<file path="src/rtl/core/sxg_pkg.sv">
// ----------------------------------------------------------------------------
// sxg_pkg
// widths, reset values, codes and control types of the xorshift128+ generator
// ----------------------------------------------------------------------------
package sxg_pkg;

   localparam int WORD_W    = 64;
   localparam int LEN_W     = 16;
   localparam int WARM_W    = 8;
   localparam int CMD_W     = 2;
   localparam int BYTES_W   = 5;
   localparam int CSR_IDX_W = 2;
   localparam int WORD_BYTES = WORD_W / 8;

   localparam int SHIFT_A = 23;
   localparam int SHIFT_B = 17;
   localparam int SHIFT_C = 26;

   localparam logic [WORD_W-1:0]  WORD_A_RESET     = 64'h0000_0000_1000_0000;
   localparam logic [WORD_W-1:0]  WORD_B_RESET     = 64'h0000_0000_FFFF_FFFF;
   localparam logic [BYTES_W-1:0] SEED_BYTES_RESET = 5'd16;

   typedef enum logic [CMD_W-1:0] {
      CMD_DRAW     = 2'd0,
      CMD_LEN_SEED = 2'd1,
      CMD_SEED     = 2'd2
   } cmd_type;

   typedef enum logic [CSR_IDX_W-1:0] {
      CSR_SEED_WORD0 = 2'd0,
      CSR_SEED_WORD1 = 2'd1,
      CSR_SEED_BYTES = 2'd2
   } csr_index_type;

   typedef enum logic {
      ST_IDLE,
      ST_WARM
   } state_type;

   typedef struct packed {
      logic load_key;
      logic set_len;
      logic step;
      logic push;
   } dp_cmd_type;

endpackage

</file>
<file path="src/rtl/core/sxg_if.sv">
// ----------------------------------------------------------------------------
// sxg_if
// valid/ready channels of the generator: request items and result items
// ----------------------------------------------------------------------------
interface sxg_req_if;
   logic                        valid;
   logic                        ready;
   logic [sxg_pkg::CMD_W-1:0]   cmd;
   logic [sxg_pkg::LEN_W-1:0]   data_length;
   logic [sxg_pkg::WARM_W-1:0]  warm_count;

   modport source (output valid, cmd, data_length, warm_count, input ready);
   modport sink   (input valid, cmd, data_length, warm_count, output ready);
endinterface

interface sxg_rsp_if;
   logic                        valid;
   logic                        ready;
   logic [sxg_pkg::WORD_W-1:0]  value;

   modport source (output valid, value, input ready);
   modport sink   (input valid, value, output ready);
endinterface

</file>
<file path="src/rtl/core/sxg_ctrl.sv">
// ----------------------------------------------------------------------------
// sxg_ctrl
// controller: accepts items, decodes commands, counts warm-up steps
// ----------------------------------------------------------------------------
module sxg_ctrl (
   input  logic                        clock,
   input  logic                        reset,
   input  logic                        req_valid,
   input  logic [sxg_pkg::CMD_W-1:0]   req_cmd,
   input  logic [sxg_pkg::WARM_W-1:0]  req_warm_count,
   input  logic                        q_full,
   output logic                        req_ready,
   output sxg_pkg::dp_cmd_type         dp_cmd
);
   import sxg_pkg::*;

   state_type         state_ff, state_in;
   logic [WARM_W-1:0] cnt_ff, cnt_in;
   logic              accept;

   assign req_ready = (state_ff == ST_IDLE) && !q_full;
   assign accept    = req_valid && req_ready;

   always_ff @(posedge clock) begin
      if (reset) begin
         state_ff <= ST_IDLE;
         cnt_ff   <= '0;
      end else begin
         state_ff <= state_in;
         cnt_ff   <= cnt_in;
      end
   end

   always_comb begin
      state_in = state_ff;
      cnt_in   = cnt_ff;
      unique case (state_ff)
         ST_IDLE: begin
            if (accept && (req_cmd == CMD_LEN_SEED) && (req_warm_count != '0)) begin
               state_in = ST_WARM;
               cnt_in   = req_warm_count;
            end
         end
         ST_WARM: begin
            cnt_in = cnt_ff - WARM_W'(1);
            if (cnt_ff == WARM_W'(1)) begin
               state_in = ST_IDLE;
            end
         end
         default: begin
            state_in = ST_IDLE;
         end
      endcase
   end

   always_comb begin
      dp_cmd = '0;
      unique case (state_ff)
         ST_IDLE: begin
            if (accept) begin
               unique case (req_cmd)
                  CMD_DRAW: begin
                     dp_cmd.step = 1'b1;
                     dp_cmd.push = 1'b1;
                  end
                  CMD_LEN_SEED: begin
                     dp_cmd.load_key = 1'b1;
                     dp_cmd.set_len  = 1'b1;
                  end
                  CMD_SEED: begin
                     dp_cmd.load_key = 1'b1;
                  end
                  default: begin
                     dp_cmd = '0;
                  end
               endcase
            end
         end
         ST_WARM: begin
            // silent step, result dropped
            dp_cmd.step = 1'b1;
         end
         default: begin
            dp_cmd = '0;
         end
      endcase
   end

endmodule

</file>
<file path="src/rtl/core/sxg_dp.sv">
// ----------------------------------------------------------------------------
// sxg_dp
// datapath: seed registers, state words and the xorshift128+ step
// ----------------------------------------------------------------------------
module sxg_dp (
   input  logic                           clock,
   input  logic                           reset,
   input  logic                           csr_we,
   input  logic [sxg_pkg::CSR_IDX_W-1:0]  csr_index,
   input  logic [sxg_pkg::WORD_W-1:0]     csr_wdata,
   input  sxg_pkg::dp_cmd_type            dp_cmd,
   input  logic [sxg_pkg::LEN_W-1:0]      req_data_length,
   output logic [sxg_pkg::WORD_W-1:0]     draw_value
);
   import sxg_pkg::*;

   logic [WORD_W-1:0]  seed_word0_ff;
   logic [WORD_W-1:0]  seed_word1_ff;
   logic [BYTES_W-1:0] seed_bytes_ff;
   logic [WORD_W-1:0]  word_a_ff, word_a_in;
   logic [WORD_W-1:0]  word_b_ff, word_b_in;
   logic [WORD_W-1:0]  key_a, key_b, seed_a;
   logic [WORD_W-1:0]  mix, step_b;

   // key bytes at or past the byte count read as zero; counts above 16 keep all
   always_comb begin
      for (int i = 0; i < WORD_BYTES; i++) begin
         key_a[8*i +: 8] = (seed_bytes_ff > BYTES_W'(i)) ? seed_word0_ff[8*i +: 8] : 8'h00;
         key_b[8*i +: 8] = (seed_bytes_ff > BYTES_W'(i + WORD_BYTES)) ?
                           seed_word1_ff[8*i +: 8] : 8'h00;
      end
   end

   assign seed_a = dp_cmd.set_len ? {key_a[WORD_W-1:LEN_W], req_data_length} : key_a;

   assign mix        = word_a_ff ^ (word_a_ff << SHIFT_A);
   assign step_b     = mix ^ word_b_ff ^ (mix >> SHIFT_B) ^ (word_b_ff >> SHIFT_C);
   assign draw_value = step_b + word_b_ff;

   always_comb begin
      word_a_in = word_a_ff;
      word_b_in = word_b_ff;
      if (dp_cmd.load_key) begin
         word_a_in = seed_a;
         word_b_in = key_b;
      end else if (dp_cmd.step) begin
         word_a_in = word_b_ff;
         word_b_in = step_b;
      end
   end

   always_ff @(posedge clock) begin
      if (reset) begin
         seed_word0_ff <= '0;
         seed_word1_ff <= '0;
         seed_bytes_ff <= SEED_BYTES_RESET;
         word_a_ff     <= WORD_A_RESET;
         word_b_ff     <= WORD_B_RESET;
      end else begin
         word_a_ff <= word_a_in;
         word_b_ff <= word_b_in;
         if (csr_we) begin
            unique case (csr_index)
               CSR_SEED_WORD0: seed_word0_ff <= csr_wdata;
               CSR_SEED_WORD1: seed_word1_ff <= csr_wdata;
               CSR_SEED_BYTES: seed_bytes_ff <= csr_wdata[BYTES_W-1:0];
               default: begin
               end
            endcase
         end
      end
   end

endmodule

</file>
<file path="src/rtl/core/sxg_outq.sv">
// ----------------------------------------------------------------------------
// sxg_outq
// two-entry result queue between the datapath and the result channel
// ----------------------------------------------------------------------------
module sxg_outq (
   input  logic                        clock,
   input  logic                        reset,
   input  logic                        push,
   input  logic [sxg_pkg::WORD_W-1:0]  push_value,
   output logic                        full,
   output logic                        rsp_valid,
   input  logic                        rsp_ready,
   output logic [sxg_pkg::WORD_W-1:0]  rsp_value
);
   import sxg_pkg::*;

   logic [WORD_W-1:0] data_ff [2];
   logic              wr_ptr_ff;
   logic              rd_ptr_ff;
   logic [1:0]        count_ff, count_in;
   logic              pop;

   assign rsp_valid = (count_ff != 2'd0);
   assign full      = (count_ff == 2'd2);
   assign pop       = rsp_valid && rsp_ready;
   assign rsp_value = data_ff[rd_ptr_ff];

   always_comb begin
      case ({push, pop})
         2'b10:   count_in = count_ff + 2'd1;
         2'b01:   count_in = count_ff - 2'd1;
         default: count_in = count_ff;
      endcase
   end

   always_ff @(posedge clock) begin
      if (reset) begin
         wr_ptr_ff <= 1'b0;
         rd_ptr_ff <= 1'b0;
         count_ff  <= 2'd0;
      end else begin
         count_ff <= count_in;
         if (push) begin
            wr_ptr_ff <= ~wr_ptr_ff;
         end
         if (pop) begin
            rd_ptr_ff <= ~rd_ptr_ff;
         end
      end
   end

   always_ff @(posedge clock) begin
      if (push) begin
         data_ff[wr_ptr_ff] <= push_value;
      end
   end

endmodule

</file>
<file path="src/rtl/core/seeded_xorshift128plus_generator.sv">
// ----------------------------------------------------------------------------
// seeded_xorshift128plus_generator
// xorshift128+ generator (shifts 23, 17, 26) with key seeding and warm-up
// ----------------------------------------------------------------------------
// Usage:
//   req_if carries commands: draw, seed with length and warm-up, plain seed.
//   rsp_if carries one 64-bit value for each draw; seeds give no item.
//   csr_we/csr_index/csr_wdata write seed_word0, seed_word1 and seed_bytes;
//   write them only while the block is idle.
// Timing and throughput:
//   a draw's value enters the result queue when the draw is accepted and is on
//   rsp_if the cycle after unless earlier values still wait; draws stream at
//   one per cycle while the queue has room. a length seed runs its warm-up steps
//   one per cycle through the single xorshift step unit, with req_if.ready low.
// Reset:
//   synchronous; state words return to 0x10000000 / 0xFFFFFFFF, seed words
//   to zero, seed_bytes to 16, and the result queue empties.
// Stalls:
//   results wait in a two-entry queue; with one waiting, items are still
//   taken, and the queue drops ready only when both entries are full.
// ----------------------------------------------------------------------------
module seeded_xorshift128plus_generator (
   input  logic                           clock,
   input  logic                           reset,
   sxg_req_if.sink                        req_if,
   sxg_rsp_if.source                      rsp_if,
   input  logic                           csr_we,
   input  logic [sxg_pkg::CSR_IDX_W-1:0]  csr_index,
   input  logic [sxg_pkg::WORD_W-1:0]     csr_wdata
);
   import sxg_pkg::*;

   dp_cmd_type        dp_cmd;
   logic              q_full;
   logic              ready;
   logic [WORD_W-1:0] draw_value;

   assign req_if.ready = ready;

   sxg_ctrl u_ctrl (
      .clock          (clock),
      .reset          (reset),
      .req_valid      (req_if.valid),
      .req_cmd        (req_if.cmd),
      .req_warm_count (req_if.warm_count),
      .q_full         (q_full),
      .req_ready      (ready),
      .dp_cmd         (dp_cmd)
   );

   sxg_dp u_dp (
      .clock           (clock),
      .reset           (reset),
      .csr_we          (csr_we),
      .csr_index       (csr_index),
      .csr_wdata       (csr_wdata),
      .dp_cmd          (dp_cmd),
      .req_data_length (req_if.data_length),
      .draw_value      (draw_value)
   );

   sxg_outq u_outq (
      .clock      (clock),
      .reset      (reset),
      .push       (dp_cmd.push),
      .push_value (draw_value),
      .full       (q_full),
      .rsp_valid  (rsp_if.valid),
      .rsp_ready  (rsp_if.ready),
      .rsp_value  (rsp_if.value)
   );

endmodule

</file>
<file path="src/flat_wrapper.sv">
// flat-port wrapper written by rule: the top's interface ports become plain ports
module seeded_xorshift128plus_generator_flat import sxg_pkg::*;
  (clock, reset, csr_we, csr_index, csr_wdata, req_if_valid, req_if_cmd, req_if_data_length, req_if_warm_count, req_if_ready, rsp_if_valid, rsp_if_value, rsp_if_ready);
  sxg_req_if req_if_i ();
  sxg_rsp_if rsp_if_i ();
  input  logic clock;
  input  logic reset;
  input  logic csr_we;
  input  logic [sxg_pkg::CSR_IDX_W-1:0] csr_index;
  input  logic [sxg_pkg::WORD_W-1:0] csr_wdata;
  input wire logic [$bits(req_if_i.valid)-1:0] req_if_valid;
  input wire logic [$bits(req_if_i.cmd)-1:0] req_if_cmd;
  input wire logic [$bits(req_if_i.data_length)-1:0] req_if_data_length;
  input wire logic [$bits(req_if_i.warm_count)-1:0] req_if_warm_count;
  output wire logic [$bits(req_if_i.ready)-1:0] req_if_ready;
  output wire logic [$bits(rsp_if_i.valid)-1:0] rsp_if_valid;
  output wire logic [$bits(rsp_if_i.value)-1:0] rsp_if_value;
  input wire logic [$bits(rsp_if_i.ready)-1:0] rsp_if_ready;
  assign req_if_i.valid = req_if_valid;
  assign req_if_i.cmd = req_if_cmd;
  assign req_if_i.data_length = req_if_data_length;
  assign req_if_i.warm_count = req_if_warm_count;
  assign req_if_ready = req_if_i.ready;
  assign rsp_if_valid = rsp_if_i.valid;
  assign rsp_if_value = rsp_if_i.value;
  assign rsp_if_i.ready = rsp_if_ready;
  seeded_xorshift128plus_generator u_core (.clock(clock), .reset(reset), .req_if(req_if_i), .rsp_if(rsp_if_i), .csr_we(csr_we), .csr_index(csr_index), .csr_wdata(csr_wdata));
endmodule
</file>
<file path="config.mk">
export PLATFORM = sky130hd
export DESIGN_NAME = seeded_xorshift128plus_generator_flat
export DESIGN_NICKNAME = d
export VERILOG_FILES = /design/src/rtl/core/sxg_pkg.sv /design/src/rtl/core/sxg_if.sv /design/src/rtl/core/sxg_ctrl.sv /design/src/rtl/core/sxg_dp.sv /design/src/rtl/core/sxg_outq.sv /design/src/rtl/core/seeded_xorshift128plus_generator.sv /design/src/flat_wrapper.sv
export SDC_FILE = /design/constraint.sdc
export NUM_CORES = 1
export LEC_CHECK = 0
export ABC_AREA = 0
export BUFFER_PORTS_ARGS = -buffer_cell sky130_fd_sc_hd__buf_4
export CORE_MARGIN = 2
export CORE_UTILIZATION = 60
export DETAILED_ROUTE_END_ITERATION = 10
export MAX_ROUTING_LAYER = met4
export PLACE_DENSITY = 0.88
export SLEW_MARGIN = 25
export SYNTH_ARGS = -nofsm -noshare
export SYNTH_HDL_FRONTEND = slang
export SYNTH_HIERARCHICAL = 1
export SYNTH_SLANG_ARGS = --single-unit
</file>
<file path="constraint.sdc">
create_clock -name clock -period 9.5 [get_ports clock]
set_input_delay 0.475 -clock clock [delete_from_list [all_inputs] [get_ports clock]]
set_output_delay 0.475 -clock clock [all_outputs]
set_load 0.02 [all_outputs]
</file>
-- After elaboration in Yosys (flattened, before gate mapping)
Memories as Yosys holds them, arrays and structs flattened. A register that Yosys moved wholly into a read port is not among the register bits.
Cells that the tools add are included.
W data, S select, Z words.
- register bits after elaboration: 274
- bits in writable memories: 128
- bits of input ports: 97
- output and inout port bits: 66
- word-level logic and storage cells: 101
- memories: 1
- memories (name ; depth ; width ; read ports ; clocked after Yosys merged registers in ; wr ports ; RTL line ; text):
    u_core.u_outq.data_ff ; 2 ; 64 ; 1 ; 1 ; 1 ; sxg_outq.sv:17 ; logic [WORD_W-1:0] data_ff [2];
- $add $sub $neg: 4
- order comparisons: 16
- equal/unequal tests: 9
- multiplexer cells: 38
- bitwise operators: 7
- reductions and logical operators: 16
- operators with widths (kind ; count):
    $mux W64 ; 4
    $mux W8 ; 17
    $xor A64 B64 Y64 ; 2
    $add A64 B64 Y64 ; 1
    $xor A64 B38 Y64 ; 1
    $xor A64 B47 Y64 ; 1
    $gt A5 B4 Y1 const B ; 8
    $gt A5 B3 Y1 const B ; 4
    $mux W16 ; 1
    $pmux W8 S2 ; 1
    $gt A5 B1 Y1 const B ; 2
    $gt A5 B2 Y1 const B ; 2
    $mux W1 ; 9
    $eq A2 B2 Y1 const B ; 4
    $eq A8 B1 Y1 const B ; 1
    $reduce_bool A8 Y1 ; 1
    $sub A8 B1 Y8 const B ; 1
    $eq A2 B1 Y1 const B ; 3
    $reduce_and A2 Y1 ; 3
    $reduce_bool A2 Y1 ; 3
    $logic_and A1 B1 Y1 ; 5
    $logic_not A2 Y1 ; 2
    $mux W2 ; 2
    $mux W4 ; 1
    other kinds (8) ; 11

-- Logic depth before layout (Yosys ltp)
- depth after elaboration: 8
- gate-level depth with buffers: 16
- mapped depth without buffers: 15

-- Cells and area by module
The synthesis kept the hierarchy.
- by module, submodules not included (module ; times used ; cells an instance ; area an instance (um^2) ; sequential area each (um^2)):
    sxg_dp ; 1 ; 2049 ; 15906.5 ; 5225.0
    sxg_outq ; 1 ; 222 ; 4814.6 ; 3943.8
    sxg_ctrl ; 1 ; 65 ; 569.3 ; 180.2

-- Worst setup path after synthesis
Ideal clock, no wire load.
- kind: reg-to-reg
- from: register u_core.u_outq.count_ff[0]
- to: memory u_core.u_outq.data_ff[0][0], enable pin
- setup time: 0.487 ns
- data arrival time: 3.966 ns
- required time: 9.013 ns
- setup slack: 5.047 ns
- cell stages (with the launch flop): 6
- path buffers: 0
- clock period less this slack: 4.453 ns
- cells stage by stage: dfxtp_1 -> and2b_2 -> nor2_1 -> and3_1 -> inv_1 -> nor2_1
- RTL lines (item ; RTL line ; text):
    start: declaration ; sxg_outq.sv:20 ; logic [1:0] count_ff, count_in;
    start signal: assignment ; sxg_outq.sv:42 ; count_ff <= count_in;
    end: declaration ; sxg_outq.sv:17 ;

-- Worst setup path after layout
- from: register u_core.u_dp.word_b_ff[7]
- to: memory u_core.u_outq.data_ff[0][49], data pin
- word-level cells in the longest chain between the ends: 4
- ends and longest elaborated chain (item ; RTL line ; text):
    start: declaration ; sxg_dp.sv:21 ; logic [WORD_W-1:0] word_b_ff, word_b_in;
    start signal: assignment ; sxg_dp.sv:61 ; word_b_ff <= word_b_in;
    $xor A64 B64 Y64 ; sxg_dp.sv:37 ; assign step_b = mix ^ word_b_ff ^ (mix >> SHIFT_B) ^ (word_b_ff >> SHIFT_C);
    $xor A64 B47 Y64 ; sxg_dp.sv:37 ;
    $xor A64 B38 Y64 ; sxg_dp.sv:37 ;
    $add A64 B64 Y64 (*) ; sxg_dp.sv:38 ; assign draw_value = step_b + word_b_ff;
    net u_core.draw_value[49] ; seeded_xorshift128plus_generator.sv:36 ; logic [WORD_W-1:0] draw_value;
The timed path passes the listed nets; every way through them passes the cells marked *.

==> results.py <==
metrics = {
    "floorplan": {
        "core_area_mm2": 0.0347,
        "start_util_pct": 61.3,
        "die_h_um": 192,
        "io-pin-count": 163,
        "dieArea_mm2": 0.0370,
        "die_w_um": 192,
        "row_count": 68,
    },
    "worst_hold_path": {
        "whs_path_depth": 3,
        "hp-class": "in -> reg",
    },
    "setup_path": {
        "endpoint_kind": "register",
        "path_max_fanout": 6,
        "crit_type": "reg -> reg",
        "start_kind": "register",
        "cp.required_ns": 9.80,
        "arrival_ns": 4.71,
        "r2r_cells": 14,
    },
    "yosys": {
        "syn_area_mm2": 0.0213,
        "synth_seq_area_share_pct": 43.9,
        "yosysTopAreaCell": "dfxtp_1",
        "synth_flop_cell": "dfxtp_1",
        "yosysMostFrequentCell": "nand2_1",
        "synth-seq-cells": 403,
        "yosysWarnings": 6,
        "synth_top_family_by_area": "compound AO/OA/AOI/OAI gates",
        "synth-simple-area-share_pct": 14.4,
        "synthTopCellsByArea": "dfxtp_1 (26%), edfxtp_1 (18%), xnor2_1 (8.4%)",
        "synth_edf_count": 128,
        "synth.distinct_cells": 80,
        "syn-num-nets": 2507,
        "synth_area_per_cell_um2": 9.11,
        "muxShareOfSynthArea_pct": 6.46,
        "netlist_instances": 2336,
        "synth_compound_area_share_pct": 17.1,
        "async_flop_share_pct": 0,
        "synthAdderAreaFrac_pct": 4.38,
        "synthDominantCellAreaShare_pct": 25.9,
        "synthXorXnorAreaFrac_pct": 10.5,
        "yosys-top-cells-count": "nand2_1 (342), dfxtp_1 (275), a21oi_1 (272)",
    },
    "drt": {
        "antenna_left": 0,
        "drc_errors": 0,
        "drt_iter0_drc": 2391,
        "vias_per_cell": 6.29,
        "drt-pass1-iter-count": 6,
        "vias": 18300,
        "wl_per_cell_um": 22.6,
        "wirelength_um": 65900,
    },
    "clock_network": {
        "clkSinkCount": 403,
        "cts_setup_buffers": 0,
        "clk_pin_slew_ns": 0.06,
        "clk_latency_ns": 0.56,
        "ctsResizeCount": 0,
        "h-tree-depth": 2,
        "cts_buffer_depth": 3,
        "root_buffer": "clkbuf_16",
        "cts_hold_buf": 0,
        "cts-buffers-inserted": 42,
        "cts_tree": "done",
    },
    "power": {
        "leakage_nw": 8.93,
        "peakVddDrop_mv": 0.169,
        "powerDensity_mw_per_mm2": 290,
    },
    "placement": {
        "dpl.cell_count": 2836,
        "gp_routability_congestion": 1.04,
        "preCtsSetupSlack_ns": 5.32,
        "portBuffers": 162,
        "dpl.hpwl_um": 47700,
    },
    "cells_and_area": {
        "nets": 2596,
        "drive_above_1_share_pct": 14.8,
        "final_cell_count_no_fill": 2912,
        "area_delta_synth_final_pct": 13.5,
        "n_antenna_cell": 0,
    },
    "grt": {
        "grt_pass1_wl_um": 99900,
        "grt_max_degree": 104,
        "grt_pass1_vias": 17200,
        "gr-total-overflow": 0,
        "track_usage_pct": 36.4,
        "antenna_found_initial": 0,
    },
    "sta": {
        "rsz0062_at_grt": "false",
        "fin_ws_ns": 5.09,
        "clock_skew_ns": 0.0135,
        "slew_viol_final": 0,
        "fin_setup_tns_ns": 0,
        "setup_viol": 0,
        "max_freq_mhz": 227,
        "period_needed_ns": 4.41,
        "post-route-period-util_pct": 46.5,
        "tightest_slew_ns": 1.04,
        "relSlewSlack_pct": 30.9,
        "hold_viol": 0,
        "holdWs_ns": 0.171,
    },
    "outcome": {
        "status": "finished clean",
    },
    "job": {
        "drv_cap": 0,
    },
}
critical path, stage by stage, from the launching register on:
cell and delay (ns):
dfxtp_1 0.54, xnor2_1 0.14, xnor2_1 0.15, xnor2_1 0.55, ha_1 0.43, and3_1 0.24, and3_1 0.20, nor3_2 0.29
a31oi_1 0.22, a21oi_1 0.32, o21ai_2 0.15, a31o_2 0.25, a21oi_1 0.30, o2111ai_1 0.17, o211a_1 0.19
cell type report:
type                    instances  area, um2
fillers                      2696      10600
clock inverters                18        254
multi-input cells            1755      11300
repair buffers                177       1340
inverters                      46        173
well taps                     455        569
clock buffers                  58       1180
flip-flops and latches        403       9350
flip-flops by register name, indices dropped and copies added (netlist names), 2 cells and up, named ones only:
| register | cells |
|---|---|
| u_core/u_ctrl/cnt_ff | 8 |
| u_core/u_dp/seed_bytes_ff | 5 |
| u_core/u_dp/seed_word0_ff | 64 |
| u_core/u_dp/seed_word1_ff | 64 |
| u_core/u_dp/word_a_ff | 64 |
| u_core/u_dp/word_b_ff | 64 |
| u_core/u_outq/count_ff | 2 |
| u_core/u_outq/data_ff | 128 |
per-layer routing:
layer  vias up  share of wire [%]  GRT usage [%]
met4         0                3.6           11.9
met2      1119                 43           52.9
met1      8680                 43           51.8
met5         -                  0              -
met3       161                 11           5.80
li1       8354                  -              -
per-stage QoR:
stage	util, %	total power [mW]	cell area [um2]
6_report	69.6	7.01	24200
5_1_grt	69.6	7.34	24200
4_1_cts	69.6	6.93	24200
3_5_place_dp	65.4	5.23	22700
3_3_place_gp	65.4	5.14	22700
2_1_floorplan	-	4.38	21300
path summary, 6_finish.rpt:
path,from,end,slack (ns)
setup / recovery,u_core/u_dp/word_b_ff[7],u_core/u_outq/data_ff[0][49],5.09
hold / removal,csr_wdata[25],u_core/u_dp/seed_word0_ff[25],0.17
hold reg to reg,u_core/u_dp/seed_word1_ff[44],u_core/u_dp/seed_word1_ff[44],0.46
setup reg to reg,u_core/u_dp/word_b_ff[7],u_core/u_outq/data_ff[0][49],5.09
power breakdown:
group	total (mW)	leakage (nW)	switching, mW	internal, mW
clock network	1.71	0.698	0.694	1.01
registers	2.33	3.41	0.180	2.15
logic	2.98	4.82	1.82	1.15
logic make-up (layout without fill, tap and decap cells):
kind of cell             Yosys count  count (layout)
multiplexers                     129             129
adder cells (fa/ha/maj)           74              74
flip-flops                       403             403
XOR/XNOR                         255             255
AO/OA/AOI/OAI                    580             580
AND/OR/NAND/NOR                  717             717
buffers and inverters            178             299
cell usage in the layout, fill, tap and decap left out, drive strengths merged, types with 18 or more instances in the layout:
cell type  count
nand4         19
a221oi        18
clkbuf        58
nand3         22
buf          177
a21o          24
or2           21
a211oi        59
inv           46
nand2        342
a2bb2oi       24
xor2          51
o21bai        28
a21oi        274
mux2          67
edfxtp       128
xnor2        204
ha            73
nor2         231
a31oi         22
nor3          18
mux2i         62
dfxtp        275
o21ai         75
No activity file was read; power rests on OpenSTA's default activity.
